### src/hdl/triangle_vertex_dedup_indexer_assert.svh
// Assertion macros for the triangle vertex de-duplicating indexer.
// Used by the datapath; needs nothing else.
`ifndef TRIANGLE_VERTEX_DEDUP_INDEXER_ASSERT_SVH
`define TRIANGLE_VERTEX_DEDUP_INDEXER_ASSERT_SVH

// Same-cycle implication, disabled during reset.
`define TVDI_ASSERT_IMP(label, clk, rst, ante, cons, msg) \
  label: assert property (@(posedge clk) disable iff (rst) (ante) |-> (cons)) \
    else $error(msg);

// Next-cycle implication, disabled during reset.
`define TVDI_ASSERT_NXT(label, clk, rst, ante, cons, msg) \
  label: assert property (@(posedge clk) disable iff (rst) (ante) |=> (cons)) \
    else $error(msg);

`endif

### src/hdl/tvdi_pkg.sv
// Shared types and constants for the triangle vertex de-duplicating indexer.
// No dependencies.
package tvdi_pkg;

  localparam int MAX_VERTICES = 256;
  localparam int VERTEX_BITS  = 64;
  localparam int ADDR_W       = $clog2(MAX_VERTICES);
  localparam int COUNT_W      = $clog2(MAX_VERTICES + 1);
  localparam int SUM_W        = COUNT_W + 1;
  localparam int WORD_W       = 64;
  localparam int INDEX_W      = 8;
  localparam int TOTAL_W      = 16;
  localparam int CORNERS      = 3;

  localparam logic [COUNT_W-1:0] STORE_DEPTH  = COUNT_W'(MAX_VERTICES);
  localparam logic [TOTAL_W-1:0] TRI_MAX      = {TOTAL_W{1'b1}};
  localparam logic [1:0]         LAST_CORNER  = 2'd2;

  typedef enum logic [2:0] {
    ST_IDLE,
    ST_SCAN,
    ST_CHECK,
    ST_APPEND,
    ST_FINISH,
    ST_REJECT
  } state_t;

  typedef struct packed {
    logic load;
    logic scan;
    logic append;
    logic finish;
    logic reject;
  } dp_cmd_t;

  typedef struct packed {
    logic scan_done;
    logic fits;
    logic append_last;
  } dp_status_t;

endpackage

### src/hdl/tvdi_ctrl.sv
// Controller for the vertex de-duplicating indexer: sequences scan, room check,
// append and result. Depends on tvdi_pkg.
module tvdi_ctrl
  import tvdi_pkg::*;
(
  input  logic       clk,
  input  logic       rst,
  input  logic       start,
  input  dp_status_t status,
  output dp_cmd_t    cmd,
  output logic       busy
);

  state_t state, state_next;

  always_ff @(posedge clk) begin
    if (rst) begin
      state <= ST_IDLE;
    end else begin
      state <= state_next;
    end
  end

  always_comb begin
    state_next = state;
    unique case (state)
      ST_IDLE: begin
        if (start) state_next = ST_SCAN;
      end
      ST_SCAN: begin
        if (status.scan_done) state_next = ST_CHECK;
      end
      ST_CHECK: begin
        state_next = status.fits ? ST_APPEND : ST_REJECT;
      end
      ST_APPEND: begin
        if (status.append_last) state_next = ST_FINISH;
      end
      ST_FINISH: state_next = ST_IDLE;
      ST_REJECT: state_next = ST_IDLE;
      default:   state_next = ST_IDLE;
    endcase
  end

  always_comb begin
    cmd  = '0;
    busy = (state != ST_IDLE);
    unique case (state)
      ST_IDLE:   cmd.load   = start;
      ST_SCAN:   cmd.scan   = !status.scan_done;
      ST_CHECK:  cmd        = '0;
      ST_APPEND: cmd.append = 1'b1;
      ST_FINISH: cmd.finish = 1'b1;
      ST_REJECT: cmd.reject = 1'b1;
      default:   cmd        = '0;
    endcase
  end

endmodule

### config.mk
export PLATFORM = sky130hd
export DESIGN_NAME = tvdi_ctrl
export DESIGN_NICKNAME = d
export VERILOG_FILES = /design/src/hdl/triangle_vertex_dedup_indexer_assert.svh /design/src/hdl/tvdi_pkg.sv /design/src/hdl/tvdi_ctrl.sv
export SDC_FILE = /design/constraint.sdc
export NUM_CORES = 1
export LEC_CHECK = 0
export ABC_AREA = 1
export CAP_MARGIN = 20
export CORE_AREA = 4 4 41 43
export CTS_BUF_LIST = sky130_fd_sc_hd__clkbuf_4 sky130_fd_sc_hd__clkbuf_8 sky130_fd_sc_hd__clkbuf_16
export CTS_CLUSTER_DIAMETER = 80
export DETAILED_ROUTE_END_ITERATION = 6
export DIE_AREA = 0 0 45 47
export DONT_BUFFER_PORTS = 1
export PLACE_DENSITY_LB_ADDON = 0.3
export SYNTH_ARGS = -nofsm -noshare
export SYNTH_HDL_FRONTEND = slang
export SYNTH_SLANG_ARGS = --single-unit
### constraint.sdc
create_clock -name clk -period 2.5 [get_ports clk]
set_clock_uncertainty 0.1 [all_clocks]
set_input_delay 0.125 -clock clk [delete_from_list [all_inputs] [get_ports clk]]
set_output_delay 0.125 -clock clk [all_outputs]
set_load 0.005 [all_outputs]
==> impl_results.md, run 1 <==
- Run status: finished clean
- Max rail drop VDD: around 0.12 mV
- Largest net degree at the start of global routing: 8
- Worst-Margin Slew: approximately 0.25 ns
- Syn avg cell area: between 5 and 6 µm²
- Fin nets: 47
- Wire per inst: approximately 8.6 µm
- Initial Util: 0.153
- H-Tree Level Count: 1
- Synth top area share: 0.302
- Worst Hold Launch: status[1]
- CTS sink count: 3
- Top Registers: state x3
- CP max FO: 6
- RSZ-0062 raised after global routing: no
- Fillcell total: 161
- Synthesis Warnings: 0
- Vias in the first global route: around 200
- Worst Setup SP: state[0]$_SDFFE_PP0P_
- Net Sw Frac: 0.326
- Int Power: about 0.15 mW
- Root buf cell: clkbuf_4
- First-pass GRT wire length: around 860 µm
- Ant. Diodes: 0
- Kind of critical path: register to primary output
- Share of layout cells above drive strength 1: 0.150
- Clk network pwr share: 0.420
- DRT Pass-1 Iters: 3
- Final setup vio count: 0
- Setup bufs post-CTS: 0
- CTS buffer count: 3
- Fin crit period: ~1.2 ns
- Maxcap violations: 0
- Comb pwr share: 0.267
- Leak pwr: between 0.1 and 0.15 nW
- Syn nets: between 40 and 50
- Yosys top cell by area: dfxtp_1
- Most flop-heavy register: state
- DR vias/cell: between 3 and 4
- Drt initial violations: 6
- Final Max Slew Viols: 0
- Latest clock arrival within the worst-skew pair: 0.23 ns
- Die Height: roughly 47 µm
- Post-route ant nets: 0
- Cells after Synth: 35
- CP Capture Type: primary output
- HPWL after DPL: between 300 and 400 µm
- Total global routing overflow: 0
- Die X: ~45 µm
- Final Cycle Share: 0.489
- CTS tree: built
- Register area share after synthesis: 0.302
- DRC: 0
- # rows: 13
- Area of the core: 1300 µm²
- Synthesis-to-layout area growth: 29.6%
- Final-report hold violation count: 0
- Synth cell types: 9
- Sw power: ~0.071 mW
- GRT Util Overall: 0.0624
- Port Buf Inserts: 0
- Vias: 215
- DIE AREA: approximately 2100 µm²
- IO Pins: 12
- Commonest non-fill, non-tap cell in the layout: inv_1
- RePlAce Congestion: 0.650
- Class of the worst hold path: primary input to register
- Crit path DAT: 1.00 ns
- Area contributors post-synth: dfxtp_1 (30%), inv_1 (15%), nand2_1 (13%)
- Max reg flops: 3
- Sequential Power Share: 0.313
- Post-Synthesis Cell Area: 199 µm²
- Clock slew at the register clock pins of the worst setup and hold paths: 0.03 ns
- Total Neg Setup Slack: 0 ns
- Fmax: 817 MHz
- Max transition margin: 0.833
- Crit path required time: around 2.3 ns
- Reg2reg start: state[1]$_SDFFE_PP0P_
- Most frequent cells in the layout: inv_1 (8), nand2_1 (7), nor2_1 (7)
- Worst setup SP type: register
- Antenna violations before repair: 0
- Clk buf depth: 2
- Power Dens Cells: around 850 nW/µm²
- PostCTS Resize Cnt: 0
- Synth Register Bits: 3
- WL final: between 400 and 500 µm
- Power Total: about 0.22 mW
what timing repair did:
action / 4_1_cts / 5_1_grt
endpoints found under the setup margin: 0 / 0
hold buffers: 1 / 0
endpoints found under the hold margin: 3 / 0
final cells by class:
class                      instances  area (µm²)  area share
clock buffer                       4        30.0       0.117
inverter                           8        30.0       0.117
multi-input combinational         24         109       0.422
sequential                         3        60.1       0.233
tap                               15        18.8      0.0728
timing repair buffer               1        10.0      0.0388
worst max-delay path: stages (launching register included):
cell     delay [ns]
dfxtp_1        0.35
nor2_1         0.17
nand2_1        0.12
nor2_1         0.13
kinds of logic after synthesis:
group           share of synthesized area
flops                               0.302
simple gates                        0.522
compound gates                     0.0251
buf+inv                             0.151
power groups by stage:
stage               clock network [mW]  registers, mW  logic, mW
global placement                     0         0.0696     0.0590
finish                          0.0922         0.0686     0.0585
global route                     0.101         0.0714     0.0723
CTS                             0.0967         0.0690     0.0603
floorplan                            0         0.0666     0.0495
detailed placement                   0         0.0701     0.0582
Yosys cell counts, drive strengths merged:
library cell / n
dfxtp: 3
inv: 8
nand2: 7
nand3: 5
nor2: 8
nor3: 3
o21ai: 1
worst paths after layout:
| check | to | cells after the start | slack [ns] |
|---|---|---|---|
| worst max-delay path | cmd[4] | 3 | 1.28 |
| worst min-delay path | state[2]$_SDFFE_PP0P_ | 3 | 0.03 |
| worst max register to register | state[0]$_SDFFE_PP0P_ | 5 | 1.39 |
| worst min register to register | state[2]$_SDFFE_PP0P_ | 2 | 0.47 |
metrics by stage:
step           hold WS, ns  utilization  cells  area (µm²)  setup WS (ns)
2_1_floorplan        0.103            -     35         199           1.50
3_3_place_gp         0.108        0.167     50         218           1.38
3_5_place_dp         0.112        0.167     50         218           1.39
4_1_cts             0.0201        0.198     55         258           1.25
5_1_grt             0.0539        0.198     55         258           1.16
6_report            0.0300        0.198     55         258           1.28
routing by layer:
metal | routed length [µm] | track usage
met5 | 0 | 0
met2 | 201 | 0.0819
met3 | 66 | 0.0498
met1 | 205 | 0.0703
met4 | 0 | 0.0351
(Power assumes the default switching activity.)
==> run 2, diff against run 1 <==
- clock period: 2.5 -> 1 ns (I/O delays scaled with it)
==> run 2 against run 1 <==
Largest power group is now combinational logic. Global-route usage increased by 0.94 points. The run now ends with setup timing left. Critical path depth is 1 higher. Critical path type unchanged. Register-to-register slack lost 1.5 ns. Highest routed layer is now met4.
==> impl_results.md, run 2 (synthesized netlist as in run 1, its figures left out) <==
- Crit path required time: 0.85 ns
- Crit-path cells: nand2_1 -> nor2_2 -> buf_4 -> buf_4
- Post-route ant nets: 0
- Worst setup SP type: register
- Final Max Slew Viols: 0
- HPWL after DPL: between 400 and 500 µm
- RSZ-0062 raised after global routing: yes
- Leak pwr: about 0.21 nW
- RePlAce Congestion: ~0.66
- Largest net degree at the start of global routing: 6
- Top Registers: state x3
- DR vias/cell: 4.07
- Drt initial violations: 5
- Placed cells: between 50 and 60
- Run status: finished with violations
- Cell area after placement: ~270 µm²
- Crit path DAT: 0.99 ns
- Worst-Margin Slew: around 0.16 ns
- Net Sw Frac: 0.355
- CTS tree: built
- Latest clock arrival within the worst-skew pair: between 0.2 and 0.25 ns
- Slowest cell on the critical path: dfxtp_4
- Most flop-heavy register: state
- Reg area: around 71 µm²
- Kind of critical path: register to primary output
- Share of layout cells above drive strength 1: 0.642
- Max rail drop VDD: ~0.48 mV
- Final std cells w/o fill: 68
- Antenna violations before repair: 0
- WL final: between 600 and 700 µm
- CP max FO: 5
- Class of the worst hold path: primary input to register
- CTS sink count: 3
- Die X: 45 µm
- Fillcell total: roughly 140
- Final Cycle Share: 1.14
- Final core utilization: 0.360
- Vias in the first global route: 263
- Fmax: roughly 900 MHz
- IO Pins: 12
- Final non-filler cell area: between 400 and 500 µm²
- Port Buf Inserts: 0
- CP Capture Type: primary output
- Clk network pwr share: 0.285
- Multi-input logic area: ~190 µm²
- # rows: 13
- Max transition margin: 0.891
- Total global routing overflow: 0
- Final setup vio count: 9
- Clock slew at the register clock pins of the worst setup and hold paths: around 0.04 ns
- H-Tree Level Count: 1
- Synthesis-to-layout area growth: 135%
- Ant. Diodes: 0
- Int Power: approximately 0.55 mW
- Initial Util: 0.153
- Final-report hold violation count: 0
- DRC: 0
- First-pass GRT wire length: between 1 and 1.5 mm
- Power Dens Cells: 1820 nW/µm²
- Maxcap violations: 0
- Area of the core: 1300 µm²
- Clk buf depth: 2
- Comb pwr share: 0.491
- Vias: 277
- Commonest non-fill, non-tap cell in the layout: buf_4
- Worst Path Buf+Inv: 2
- DRT Pass-1 Iters: 4
- Worst stage delay on the critical path: between 0.3 and 0.4 ns
- Root buf cell: clkbuf_4
- CTS buffer count: 3
- Cell family with most CP delay: flip-flops
- GRT Util Overall: 0.0718
- CP most frequent cell: buf_4
- DIE AREA: between 2000 and 2500 µm²
- Wire per inst: 9.04 µm
- Fin crit period: about 1.1 ns
- Max reg flops: 3
- Most frequent cells in the layout: buf_4 (8), nand2_1 (6), inv_1 (5)
- Violated checks: setup timing
- Setup WS post-layout: -0.140 ns
- Die Height: ~47 µm
- Sequential Power Share: 0.224
- Sw power: ~0.30 mW
- Fin nets: 60
run 2: cell types whose count changed in the layout (fill, tap and decap cells not counted), sizes merged:
| cell | previous run | this run |
|---|---|---|
| dlygate4sd3 | 1 | 3 |
| clkinvlp | 0 | 1 |
| buf | 0 | 11 |
| inv | 8 | 7 |
run 2: power groups by stage:
stage	combinational, mW	sequential [mW]	clock (mW)
2_1_floorplan	0.124	0.169	0
3_3_place_gp	0.224	0.174	0
3_5_place_dp	0.227	0.173	0
4_1_cts	0.368	0.188	0.252
5_1_grt	0.461	0.193	0.262
6_report	0.418	0.191	0.242
run 2: metal layers:
metal  up-vias  GRT usage  share of wire
met5         -          0              0
met4         0     0.0351          0.023
met2        10      0.107           0.49
met3         2     0.0498          0.099
met1       123     0.0769           0.39
li1        142          -              -
run 2: tightest hold or removal path, stage by stage:
cell     delay [ns]
inv_1          0.07
nand3_4        0.11
nand2_1        0.05
nor2_1         0.09
run 2: final timing paths:
path | start | cells past startpoint | slack, ns | end
worst max register to register | state[2]$_SDFFE_PP0P_ | 6 | -0.07 | state[1]$_SDFFE_PP0P_
worst min register to register | state[1]$_SDFFE_PP0P_ | 4 | 0.54 | state[1]$_SDFFE_PP0P_
worst min-delay path | start | 4 | 0.07 | state[0]$_SDFFE_PP0P_
worst max-delay path | state[0]$_SDFFE_PP0P_ | 4 | -0.14 | cmd[2]
run 2: layout make-up:
cell class	instances	share of cell area
clock buffers	4	0.0642
inverters	8	0.0722
multi-input cells	24	0.406
flip-flops and latches	3	0.152
well taps	15	0.0401
repair buffers	14	0.265
run 2: timing repair:
action	4_1_cts	5_1_grt
gates resized for setup	20	10
buffers inserted	4	0
pin swaps	4	3
endpoints found under the setup margin	9	9
endpoints found under the hold margin	3	0
hold buffers	3	0
run 2: through the flow:
step	hold slack, ns	power, mW	setup slack, ns	setup TNS, ns
after global routing	0.107	0.917	-0.192	-1.27
after detailed placement	0.0315	0.400	-0.108	-0.268
after floorplan	0.0278	0.292	0.0129	0
after global placement	0.0321	0.398	-0.101	-0.250
final	0.0736	0.850	-0.140	-0.815
after CTS	0.0554	0.808	-0.142	-0.893
